==> src/hw/rtl/pcord_pkg.sv <==
// Shared types, sizes and the control-word program of the permutation order core.
// Used by permutation_cycle_order_core and its testbench; depends on nothing else.
`timescale 1ns / 1ps
`default_nettype none

package pcord_pkg;

   localparam int ELEMENT_COUNT = 1024;
   localparam int ORDER_WIDTH   = 32;
   localparam int ELEM_W        = $clog2(ELEMENT_COUNT);
   localparam int OPEN_W        = 11;
   localparam int CLOSED_W      = 10;
   localparam int ROW_BITS      = 32;
   localparam int ROW_COUNT     = ELEMENT_COUNT / ROW_BITS;
   localparam int ROW_W         = $clog2(ROW_COUNT);
   localparam int BIT_W         = $clog2(ROW_BITS);
   localparam int CNT_W         = $clog2(ORDER_WIDTH);
   localparam int SHIFT_W       = $clog2(OPEN_W);
   localparam int PROD_W        = ORDER_WIDTH + OPEN_W;
   localparam int PC_W          = 4;

   localparam logic [OPEN_W-1:0]   OPEN_MAX   = {OPEN_W{1'b1}};
   localparam logic [CLOSED_W-1:0] CLOSED_MAX = {CLOSED_W{1'b1}};
   localparam logic [CNT_W-1:0]    CNT_LAST   = CNT_W'(ORDER_WIDTH - 1);
   localparam logic [ROW_W-1:0]    ROW_LAST   = ROW_W'(ROW_COUNT - 1);

   typedef enum logic [1:0] {
      REQ_ADD   = 2'd0,
      REQ_CLOSE = 2'd1,
      REQ_QUERY = 2'd2
   } req_code_type;

   typedef enum logic [3:0] {
      OP_NONE,
      OP_ADD_WRITE,
      OP_QUERY,
      OP_DIV_ORDER_LEN,
      OP_DIV_STEP,
      OP_GCD_LOAD,
      OP_GCD_STEP,
      OP_DIV_ORDER_G,
      OP_MUL,
      OP_ORDER_UPDATE,
      OP_CLOSE_END
   } op_type;

   typedef enum logic [1:0] {
      COND_NONE,
      COND_SKIP_FOLD,
      COND_DIV_MORE,
      COND_GCD_MORE
   } cond_type;

   typedef struct packed {
      op_type              op;
      cond_type            cond;
      logic [PC_W-1:0]     target;
      logic                last;
   } ucode_word_type;

   localparam logic [PC_W-1:0] STEP_ADD       = 4'd0;
   localparam logic [PC_W-1:0] STEP_ADD_WR    = 4'd1;
   localparam logic [PC_W-1:0] STEP_QUERY     = 4'd2;
   localparam logic [PC_W-1:0] STEP_QUERY_RD  = 4'd3;
   localparam logic [PC_W-1:0] STEP_CLOSE     = 4'd4;
   localparam logic [PC_W-1:0] STEP_DIV_LEN   = 4'd5;
   localparam logic [PC_W-1:0] STEP_GCD_LOAD  = 4'd6;
   localparam logic [PC_W-1:0] STEP_GCD       = 4'd7;
   localparam logic [PC_W-1:0] STEP_DIV_G_LD  = 4'd8;
   localparam logic [PC_W-1:0] STEP_DIV_G     = 4'd9;
   localparam logic [PC_W-1:0] STEP_MUL       = 4'd10;
   localparam logic [PC_W-1:0] STEP_UPDATE    = 4'd11;
   localparam logic [PC_W-1:0] STEP_CLOSE_END = 4'd12;
   localparam logic [PC_W-1:0] STEP_NOP       = 4'd13;

   // Entry step of the program for each request code.
   function automatic logic [PC_W-1:0] entry_step(input logic [1:0] code);
      logic [PC_W-1:0] step;
      case (code)
         REQ_ADD:   step = STEP_ADD;
         REQ_CLOSE: step = STEP_CLOSE;
         REQ_QUERY: step = STEP_QUERY;
         default:   step = STEP_NOP;
      endcase
      return step;
   endfunction

   // Control program. A taken condition jumps to target, otherwise the step
   // counter advances; a word marked last ends the request.
   function automatic ucode_word_type ucode_rom(input logic [PC_W-1:0] step);
      ucode_word_type w;
      case (step)
         STEP_ADD:       w = '{op: OP_NONE,          cond: COND_NONE,
                               target: STEP_NOP,       last: 1'b0};
         STEP_ADD_WR:    w = '{op: OP_ADD_WRITE,     cond: COND_NONE,
                               target: STEP_NOP,       last: 1'b1};
         STEP_QUERY:     w = '{op: OP_NONE,          cond: COND_NONE,
                               target: STEP_NOP,       last: 1'b0};
         STEP_QUERY_RD:  w = '{op: OP_QUERY,         cond: COND_NONE,
                               target: STEP_NOP,       last: 1'b1};
         STEP_CLOSE:     w = '{op: OP_DIV_ORDER_LEN, cond: COND_SKIP_FOLD,
                               target: STEP_CLOSE_END, last: 1'b0};
         STEP_DIV_LEN:   w = '{op: OP_DIV_STEP,      cond: COND_DIV_MORE,
                               target: STEP_DIV_LEN,   last: 1'b0};
         STEP_GCD_LOAD:  w = '{op: OP_GCD_LOAD,      cond: COND_NONE,
                               target: STEP_NOP,       last: 1'b0};
         STEP_GCD:       w = '{op: OP_GCD_STEP,      cond: COND_GCD_MORE,
                               target: STEP_GCD,       last: 1'b0};
         STEP_DIV_G_LD:  w = '{op: OP_DIV_ORDER_G,   cond: COND_NONE,
                               target: STEP_NOP,       last: 1'b0};
         STEP_DIV_G:     w = '{op: OP_DIV_STEP,      cond: COND_DIV_MORE,
                               target: STEP_DIV_G,     last: 1'b0};
         STEP_MUL:       w = '{op: OP_MUL,           cond: COND_NONE,
                               target: STEP_NOP,       last: 1'b0};
         STEP_UPDATE:    w = '{op: OP_ORDER_UPDATE,  cond: COND_NONE,
                               target: STEP_NOP,       last: 1'b0};
         STEP_CLOSE_END: w = '{op: OP_CLOSE_END,     cond: COND_NONE,
                               target: STEP_NOP,       last: 1'b1};
         default:        w = '{op: OP_NONE,          cond: COND_NONE,
                               target: STEP_NOP,       last: 1'b1};
      endcase
      return w;
   endfunction

endpackage

`default_nettype wire

==> src/hw/rtl/permutation_cycle_order_core.sv <==
// Permutation order core: a control-word sequencer over a divider, a gcd unit,
// a multiplier and a membership bitmap memory. Depends on pcord_pkg.
`timescale 1ns / 1ps
`default_nettype none

// How to use this block.
// A request (req_type, req_element) is taken at a rising edge where start is
// high and busy is low. Every request gives one result: rsp_valid is high for
// exactly one cycle and the rsp_ ports then show the state after the request.
// The receiver cannot stall; the result is taken at the edge that ends it.
// A new request may be started in the cycle that shows the previous result.
// Add and query run a setup step and then a write or read step; an unknown
// request code runs only the closing no-op step. A close of an empty or
// one-element cycle (or after the order has saturated) skips the fold; a close
// that folds a length into the order runs the shared divider twice, which
// retires one quotient bit per cycle, with the binary gcd loop on 11-bit
// operands between the two divisions, then a multiply and the order update.
// After reset the bitmap memory is cleared one 32-bit row per cycle; busy
// stays high until the last row is cleared. The order restarts at one and the
// cycle total and open length at zero.
module permutation_cycle_order_core (
   input  wire logic                                clock,
   input  wire logic                                reset,
   input  wire logic                                start,
   output logic                                     busy,
   input  wire logic [1:0]                          req_type,
   input  wire logic [pcord_pkg::ELEM_W-1:0]        req_element,
   output logic                                     rsp_valid,
   output logic [pcord_pkg::ORDER_WIDTH-1:0]        rsp_perm_order,
   output logic                                     rsp_order_overflow,
   output logic                                     rsp_is_member,
   output logic [pcord_pkg::CLOSED_W-1:0]           rsp_cycle_total,
   output logic [pcord_pkg::OPEN_W-1:0]             rsp_open_length
);

   localparam int ORDER_WIDTH = pcord_pkg::ORDER_WIDTH;
   localparam int OPEN_W      = pcord_pkg::OPEN_W;
   localparam int CLOSED_W    = pcord_pkg::CLOSED_W;
   localparam int ELEM_W      = pcord_pkg::ELEM_W;
   localparam int ROW_BITS    = pcord_pkg::ROW_BITS;
   localparam int ROW_W       = pcord_pkg::ROW_W;
   localparam int BIT_W       = pcord_pkg::BIT_W;
   localparam int CNT_W       = pcord_pkg::CNT_W;
   localparam int SHIFT_W     = pcord_pkg::SHIFT_W;
   localparam int PROD_W      = pcord_pkg::PROD_W;
   localparam int PC_W        = pcord_pkg::PC_W;

   // Control state.
   logic                    running_ff, running_in;
   logic                    strobe_ff, strobe_in;
   logic                    clearing_ff, clearing_in;
   logic [ROW_W-1:0]        clr_cnt_ff, clr_cnt_in;
   logic [PC_W-1:0]         pc_ff, pc_in;
   logic [ORDER_WIDTH-1:0]  order_ff, order_in;
   logic                    ovf_ff, ovf_in;
   logic [CLOSED_W-1:0]     closed_ff, closed_in;
   logic [OPEN_W-1:0]       open_ff, open_in;
   logic                    member_ff, member_in;

   // Datapath registers.
   logic [ELEM_W-1:0]       elem_ff, elem_in;
   logic [OPEN_W-1:0]       rem_ff, rem_in;
   logic [ORDER_WIDTH-1:0]  quo_ff, quo_in;
   logic [OPEN_W-1:0]       den_ff, den_in;
   logic [CNT_W-1:0]        div_cnt_ff, div_cnt_in;
   logic [OPEN_W-1:0]       a_ff, a_in;
   logic [OPEN_W-1:0]       b_ff, b_in;
   logic [SHIFT_W-1:0]      k_ff, k_in;
   logic [PROD_W-1:0]       prod_ff, prod_in;
   logic [ROW_BITS-1:0]     rd_ff;

   logic [ROW_BITS-1:0]     map_mem [pcord_pkg::ROW_COUNT];

   pcord_pkg::ucode_word_type word;
   logic                    accept;
   logic                    take;
   logic [ROW_W-1:0]        elem_row;
   logic [BIT_W-1:0]        elem_bit;
   logic [ROW_BITS-1:0]     bit_mask;
   logic                    mem_we;
   logic [ROW_W-1:0]        mem_waddr;
   logic [ROW_BITS-1:0]     mem_wdata;
   logic [OPEN_W:0]         div_trial;
   logic [OPEN_W:0]         div_diff;
   logic                    div_fits;
   logic [OPEN_W-1:0]       gcd_value;

   assign busy     = running_ff | clearing_ff;
   assign accept   = start && !busy;
   assign word     = pcord_pkg::ucode_rom(pc_ff);
   assign elem_row = elem_ff[ELEM_W-1 -: ROW_W];
   assign elem_bit = elem_ff[BIT_W-1:0];
   assign bit_mask = {{(ROW_BITS-1){1'b0}}, 1'b1} << elem_bit;

   // One restoring division step: shift in the next dividend bit, subtract if it fits.
   assign div_trial = {rem_ff, quo_ff[ORDER_WIDTH-1]};
   assign div_diff  = div_trial - {1'b0, den_ff};
   assign div_fits  = div_trial >= {1'b0, den_ff};
   assign gcd_value = a_ff << k_ff;

   always_comb begin
      case (word.cond)
         pcord_pkg::COND_SKIP_FOLD: take = (open_ff < OPEN_W'(2)) || ovf_ff;
         pcord_pkg::COND_DIV_MORE:  take = div_cnt_ff != pcord_pkg::CNT_LAST;
         pcord_pkg::COND_GCD_MORE:  take = b_ff != '0;
         default:                   take = 1'b0;
      endcase
   end

   always_comb begin
      running_in  = running_ff;
      strobe_in   = 1'b0;
      clearing_in = clearing_ff;
      clr_cnt_in  = clr_cnt_ff;
      pc_in       = pc_ff;
      order_in    = order_ff;
      ovf_in      = ovf_ff;
      closed_in   = closed_ff;
      open_in     = open_ff;
      member_in   = member_ff;
      elem_in     = elem_ff;
      rem_in      = rem_ff;
      quo_in      = quo_ff;
      den_in      = den_ff;
      div_cnt_in  = div_cnt_ff;
      a_in        = a_ff;
      b_in        = b_ff;
      k_in        = k_ff;
      prod_in     = prod_ff;
      mem_we      = 1'b0;
      mem_waddr   = elem_row;
      mem_wdata   = rd_ff | bit_mask;

      if (clearing_ff) begin
         mem_we     = 1'b1;
         mem_waddr  = clr_cnt_ff;
         mem_wdata  = '0;
         clr_cnt_in = clr_cnt_ff + ROW_W'(1);
         if (clr_cnt_ff == pcord_pkg::ROW_LAST) begin
            clearing_in = 1'b0;
         end
      end

      if (accept) begin
         running_in = 1'b1;
         elem_in    = req_element;
         pc_in      = pcord_pkg::entry_step(req_type);
      end

      if (running_ff) begin
         case (word.op)
            pcord_pkg::OP_ADD_WRITE: begin
               mem_we = 1'b1;
               if (open_ff != pcord_pkg::OPEN_MAX) begin
                  open_in = open_ff + OPEN_W'(1);
               end
            end
            pcord_pkg::OP_DIV_ORDER_LEN: begin
               rem_in     = '0;
               quo_in     = order_ff;
               den_in     = open_ff;
               div_cnt_in = '0;
            end
            pcord_pkg::OP_DIV_STEP: begin
               rem_in     = div_fits ? div_diff[OPEN_W-1:0] : div_trial[OPEN_W-1:0];
               quo_in     = {quo_ff[ORDER_WIDTH-2:0], div_fits};
               div_cnt_in = div_cnt_ff + CNT_W'(1);
            end
            pcord_pkg::OP_GCD_LOAD: begin
               // gcd(order, len) equals gcd(len, order mod len).
               a_in = open_ff;
               b_in = rem_ff;
               k_in = '0;
            end
            pcord_pkg::OP_GCD_STEP: begin
               if (b_ff != '0) begin
                  if (!a_ff[0] && !b_ff[0]) begin
                     a_in = a_ff >> 1;
                     b_in = b_ff >> 1;
                     k_in = k_ff + SHIFT_W'(1);
                  end else if (!a_ff[0]) begin
                     a_in = a_ff >> 1;
                  end else if (!b_ff[0]) begin
                     b_in = b_ff >> 1;
                  end else if (a_ff > b_ff) begin
                     a_in = (a_ff - b_ff) >> 1;
                  end else begin
                     b_in = (b_ff - a_ff) >> 1;
                  end
               end
            end
            pcord_pkg::OP_DIV_ORDER_G: begin
               rem_in     = '0;
               quo_in     = order_ff;
               den_in     = gcd_value;
               div_cnt_in = '0;
            end
            pcord_pkg::OP_MUL: begin
               prod_in = {{OPEN_W{1'b0}}, quo_ff} * {{ORDER_WIDTH{1'b0}}, open_ff};
            end
            pcord_pkg::OP_ORDER_UPDATE: begin
               if (prod_ff[PROD_W-1:ORDER_WIDTH] != '0) begin
                  order_in = {ORDER_WIDTH{1'b1}};
                  ovf_in   = 1'b1;
               end else begin
                  order_in = prod_ff[ORDER_WIDTH-1:0];
               end
            end
            pcord_pkg::OP_CLOSE_END: begin
               if (open_ff >= OPEN_W'(2) && closed_ff != pcord_pkg::CLOSED_MAX) begin
                  closed_in = closed_ff + CLOSED_W'(1);
               end
               open_in = '0;
            end
            default: begin
            end
         endcase

         if (word.last) begin
            running_in = 1'b0;
            strobe_in  = 1'b1;
            member_in  = (word.op == pcord_pkg::OP_QUERY) ? rd_ff[elem_bit] : 1'b0;
         end else if (take) begin
            pc_in = word.target;
         end else begin
            pc_in = pc_ff + PC_W'(1);
         end
      end
   end

   always_ff @(posedge clock) begin
      if (reset) begin
         running_ff  <= 1'b0;
         strobe_ff   <= 1'b0;
         clearing_ff <= 1'b1;
         clr_cnt_ff  <= '0;
         pc_ff       <= pcord_pkg::STEP_NOP;
         order_ff    <= ORDER_WIDTH'(1);
         ovf_ff      <= 1'b0;
         closed_ff   <= '0;
         open_ff     <= '0;
         member_ff   <= 1'b0;
      end else begin
         running_ff  <= running_in;
         strobe_ff   <= strobe_in;
         clearing_ff <= clearing_in;
         clr_cnt_ff  <= clr_cnt_in;
         pc_ff       <= pc_in;
         order_ff    <= order_in;
         ovf_ff      <= ovf_in;
         closed_ff   <= closed_in;
         open_ff     <= open_in;
         member_ff   <= member_in;
      end
   end

   always_ff @(posedge clock) begin
      elem_ff    <= elem_in;
      rem_ff     <= rem_in;
      quo_ff     <= quo_in;
      den_ff     <= den_in;
      div_cnt_ff <= div_cnt_in;
      a_ff       <= a_in;
      b_ff       <= b_in;
      k_ff       <= k_in;
      prod_ff    <= prod_in;
   end

   // Bitmap memory: one write port, one registered read of the request's row.
   always_ff @(posedge clock) begin
      if (mem_we) begin
         map_mem[mem_waddr] <= mem_wdata;
      end
      rd_ff <= map_mem[elem_row];
   end

   assign rsp_valid          = strobe_ff;
   assign rsp_perm_order     = order_ff;
   assign rsp_order_overflow = ovf_ff;
   assign rsp_is_member      = member_ff;
   assign rsp_cycle_total    = closed_ff;
   assign rsp_open_length    = open_ff;

   a_busy_after_accept: assert property (@(posedge clock) disable iff (reset)
      accept |=> busy)
      else $error("busy did not rise after an accepted request");

   a_no_result_after_accept: assert property (@(posedge clock) disable iff (reset)
      accept |=> !rsp_valid)
      else $error("result strobe one cycle after an accepted request");

   a_order_nonzero: assert property (@(posedge clock) disable iff (reset)
      rsp_valid |-> rsp_perm_order != '0)
      else $error("reported order is zero");

   a_overflow_saturates: assert property (@(posedge clock) disable iff (reset)
      rsp_order_overflow |-> &rsp_perm_order)
      else $error("overflow flag set without a saturated order");

endmodule

`default_nettype wire

==> config.mk <==
export PLATFORM = sky130hd
export DESIGN_NAME = permutation_cycle_order_core
export DESIGN_NICKNAME = d
export VERILOG_FILES = /design/src/hw/rtl/pcord_pkg.sv /design/src/hw/rtl/permutation_cycle_order_core.sv
export SDC_FILE = /design/constraint.sdc
export NUM_CORES = 2
export LEC_CHECK = 0
export BUFFER_PORTS_ARGS = -buffer_cell sky130_fd_sc_hd__clkbuf_2
export CAP_MARGIN = 20
export CORE_ASPECT_RATIO = 1.75
export CORE_MARGIN = 2
export CORE_UTILIZATION = 40
export CTS_CLUSTER_DIAMETER = 30
export DETAILED_ROUTE_END_ITERATION = 7
export PLACE_DENSITY = 0.67
export RECOVER_POWER = 50
export SLEW_MARGIN = 20
export SYNTH_ARGS = -nofsm -noshare
export SYNTH_HDL_FRONTEND = slang
export SYNTH_SLANG_ARGS = --single-unit
==> constraint.sdc <==
create_clock -name clock -period 6.15 [get_ports clock]
set_input_delay 0.9225 -clock clock [delete_from_list [all_inputs] [get_ports clock]]
set_output_delay 0.9225 -clock clock [all_outputs]
set_load 0.01 [all_outputs]
==> summary.md <==
| Metric | Value |
|---|---|
| Initial antenna violation count | `2` |
| # setup viols final | `0` |
| Flop pwr share | `47.7%` |
| Failing checks | `max-capacitance violations, max-slew violations` |
| Clock skew | `around 0.043 ns` |
| Maximum root-to-sink buffer count | `3` |
| Max rail drop VDD | `~0.00024 V` |
| Grt ovf | `0` |
| Period utilization | `96.21%` |
| Primary FF master, synth | `edfxtp_1` |
| Die area | `157600 sq um` |
| Share of cells above drive strength 1 | `21.23%` |
| DR top layer | `met5` |
| Post-synth top cells | `edfxtp_1 (1162), mux4_2 (332), inv_1 (325)` |
| DR pass1 iterations | `6` |
| Switching Share | `21.87%` |
| Vias per inst | `5.503` |
| Min cycle time layout | `5.917 ns` |
| Vias in the first global route | `36920` |
| Final ANT Viol Nets | `0` |
| DRC | `0` |
| Met3 WL | `slightly below 9000 microns` |
| Hold_buf cts | `0` |
| Unique masters post-synth | `79` |
| Area growth syn-to-layout | `15.14%` |
| Setup TNS | `0 ns` |
| Ys async rst share | `0%` |
| WL per Instance | `24.64 microns` |
| Post-Syn Area | `about 60000 sq um` |
| M1 WL | `52460 microns` |
| Max Cap Viol | `15` |
| Worst-Margin Slew | `3.392 ns` |
| Ports | `72` |
| First-pass GRT wire length | `232200 microns` |
| Clk slew on worst S/H paths | `0.05 ns` |
| Worst skew pair latency | `a little over 0.8 ns` |
| Hold Path Class | `in2reg` |
| Biggest area consumer among synthesized cells | `edfxtp_1` |
| CP arrival | `about 6.5 ns` |
| # H-tree levels | `4` |
| Worst Setup End Kind | `flip-flop` |
| Initial Utilization | `40.31%` |
| Max incr delay on CP | `0.52 ns` |
| Most common cell in the netlist | `edfxtp_1` |
| Global-route usage over all layers | `19.99%` |
| Register area share after synthesis | `between 60% and 70%` |
| Critical Path, Cell by Cell | `buf_4, nand2_1, fa_1, fa_1, inv_1, fa_1, fa_1, inv_1, fa_1, inv_1, ha_1, a21o_1, a2111oi_1, a31oi_2, a21oi_2, o21ai_0, a21oi_1, o21ai_1, xor2_1` |
| Leak | `24.04 nW` |
| Reg area | `37100 sq um` |
| Nets | `4515` |
| Worst path required time | `around 6.7 ns` |
| Syn Nets | `4341` |
| Largest cells by area after synthesis | `edfxtp_1 (57%), mux4_2 (12%), fa_1 (8.8%)` |
| Avg Inst Size Synth | `15.72 sq um` |
| Logic pwr share | `less than 1%` |
| CP Class | `reg2reg` |
| Clock power share | `51.4%` |
| Iter 0 DRT Violations | `2849` |
| EDFF count, synth | `1162` |
| Fin. max-slew vios | `just under 400` |
| Startpoint Class | `flip-flop` |
| Detailed placer's ending HPWL | `98800 microns` |
| CTS Buf Count | `172` |
| Multi-input gate area | `around 23000 sq um` |
| Rel. slew slack | `-126.1%` |
| Core Box Area | `153100 sq um` |
| Placed cell area | `65160 sq um` |
| FMAX | `169.0 MHz` |
| CP most frequent cell | `fa_1` |
| Syn. warnings | `0` |
| CTS sink cnt | `1272` |
| Status | `finished with violations` |
| Synth Instances | `3926` |
| Vias post-DR | `34483` |
| Die Width | `300.9 microns` |
| PD cells | `277.9 nW/um^2` |
| Synth top area share | `56.54%` |
| Die height | `523.6 microns` |
| CP max-delay cell | `fa_1` |
| Pin count of the biggest net entering global routing | `roughly 120` |
| P_int | `0.01543 W` |
| #FFs+latches synth | `1272` |
| DRT Wirelength | `roughly 150000 microns` |
| Sw Pwr | `0.004318 W` |
| DR WL met2 | `85110 microns` |
| Worst Path Max Fanout | `12` |
| GPL Wtd Cong | `~0.9` |
| Row count | `190` |
| Hold Vio Cnt, Final | `0` |
| Finished Cell Area | `a little over 70000 sq um` |
| TritonCTS clock tree | `yes` |
| Filler cells | `between 10000 and 15000` |
| Clock root buffer master | `clkbuf_16` |
| WHS | `0.2969 ns` |
| Port Buffer Count | `71` |
## worst max-delay path: cells and delay by family, from the launching register on
kind	cells	cell delay (ns)
simple gates	1	0.09
compound gates	7	1.76
flops	1	0.47
fa+ha+maj	6	2.77
buf+inv	4	0.41
xor+xnor	1	0.15
## what timing repair did
item,in CTS,in global routing
buffers inserted,0,9
setup endpoints to repair,0,9
gates resized for setup,0,6
## metrics by stage
step | power (W) | setup WS (ns) | utilization (%) | instances
after floorplan | 0.009674 | 0.1816 | - | 3926
after global placement | 0.009765 | 0.1975 | 42.56 | 5932
after detailed placement | 0.009772 | 0.1054 | 42.56 | 5932
after CTS | 0.01990 | 0.1149 | 46.52 | 6255
after global routing | 0.02023 | -0.007023 | 46.42 | 6266
final | 0.01975 | 0.2334 | 46.42 | 6266
## power by group through the flow
stage / sequential [W] / combinational (W) / clock, W
detailed placement: 0.00960 / 0.000175 / 0
global route: 0.00942 / 0.000182 / 0.0106
CTS: 0.00942 / 0.000176 / 0.0103
floorplan: 0.00959 / 0.0000856 / 0
global placement: 0.00959 / 0.000174 / 0
finish: 0.00942 / 0.000174 / 0.0102
## logic make-up after synthesis
group | after synthesis | share of synthesized area, %
AO/OA/AOI/OAI | 329 | 3.456
XOR/XNOR | 81 | 1.149
adder cells (fa/ha/maj) | 400 | 11.42
buffers and inverters | 552 | 3.467
flip-flops | 1272 | 60.10
multiplexers | 423 | 13.73
AND/OR/NAND/NOR | 869 | 6.674
## path summary, 6_finish.rpt
path | cells after the start | slack [ns] | endpoint | startpoint
min | 1 | 0.30 | elem_ff[4] | req_element[4]
max reg2reg | 19 | 0.23 | prod_ff[40] | rsp_open_length[4]
max | 19 | 0.23 | prod_ff[40] | rsp_open_length[4]
min reg2reg | 2 | 0.50 | rsp_cycle_total[5] | rsp_cycle_total[5]
## flip-flops by register name, summed over array words and instances, names as in the netlist, 10 cells and up
| signal | flops |
|---|---|
| a_ff | 11 |
| b_ff | 11 |
| den_ff | 11 |
| elem_ff | 10 |
| map_mem | 1024 |
| prod_ff | 43 |
| quo_ff | 32 |
| rd_ff | 32 |
| rem_ff | 11 |
| rsp_cycle_total | 10 |
| rsp_open_length | 11 |
| rsp_perm_order | 32 |
| word | 11 |
## metal layers
layer,up-vias,GRT usage (%)
met1,17923,21.33
met2,1248,37.51
met5,-,0
li1,14858,-
met3,452,3.400
met4,2,10.21
## placed cells by master, fill, tap and decap left out, types with 13 or more instances in the layout
cell type / netlist / final
edfxtp_1: 1162 / 1162
mux4_2: 332 / 332
inv_1: 325 / 325
nand2_1: 290 / 290
fa_1: 272 / 272
clkbuf_16: 0 / 175
nor2_1: 197 / 173
and2_1: 152 / 146
ha_1: 128 / 128
a21oi_1: 126 / 125
buf_4: 2 / 112
dfxtp_1: 110 / 106
clkbuf_1: 169 / 92
nor3_1: 83 / 82
mux2_2: 70 / 66
o21ai_0: 48 / 48
xnor2_1: 47 / 47
a21o_1: 34 / 34
xor2_1: 34 / 34
nand3_1: 26 / 26
inv_6: 0 / 26
nor2_4: 0 / 24
clkbuf_2: 1 / 24
nand4_1: 21 / 21
nor2b_1: 21 / 21
mux2i_1: 21 / 21
clkinv_4: 0 / 20
clkinvlp_4: 0 / 17
nand2b_1: 16 / 16
and3_1: 16 / 16
inv_8: 0 / 14
o21a_1: 13 / 13
a31oi_1: 14 / 13
clkinv_8: 0 / 13
## area by class of cell
cell class / count / area share, %
clock inverters: 133 / 2.217
flip-flops and latches: 1272 / 52.21
repair buffers: 227 / 2.049
clock buffers: 190 / 6.312
diodes: 1 / 0.003521
inverters: 325 / 1.717
well taps: 2016 / 3.549
multi-input cells: 2102 / 31.95
Power figures use the tool's default switching activity.
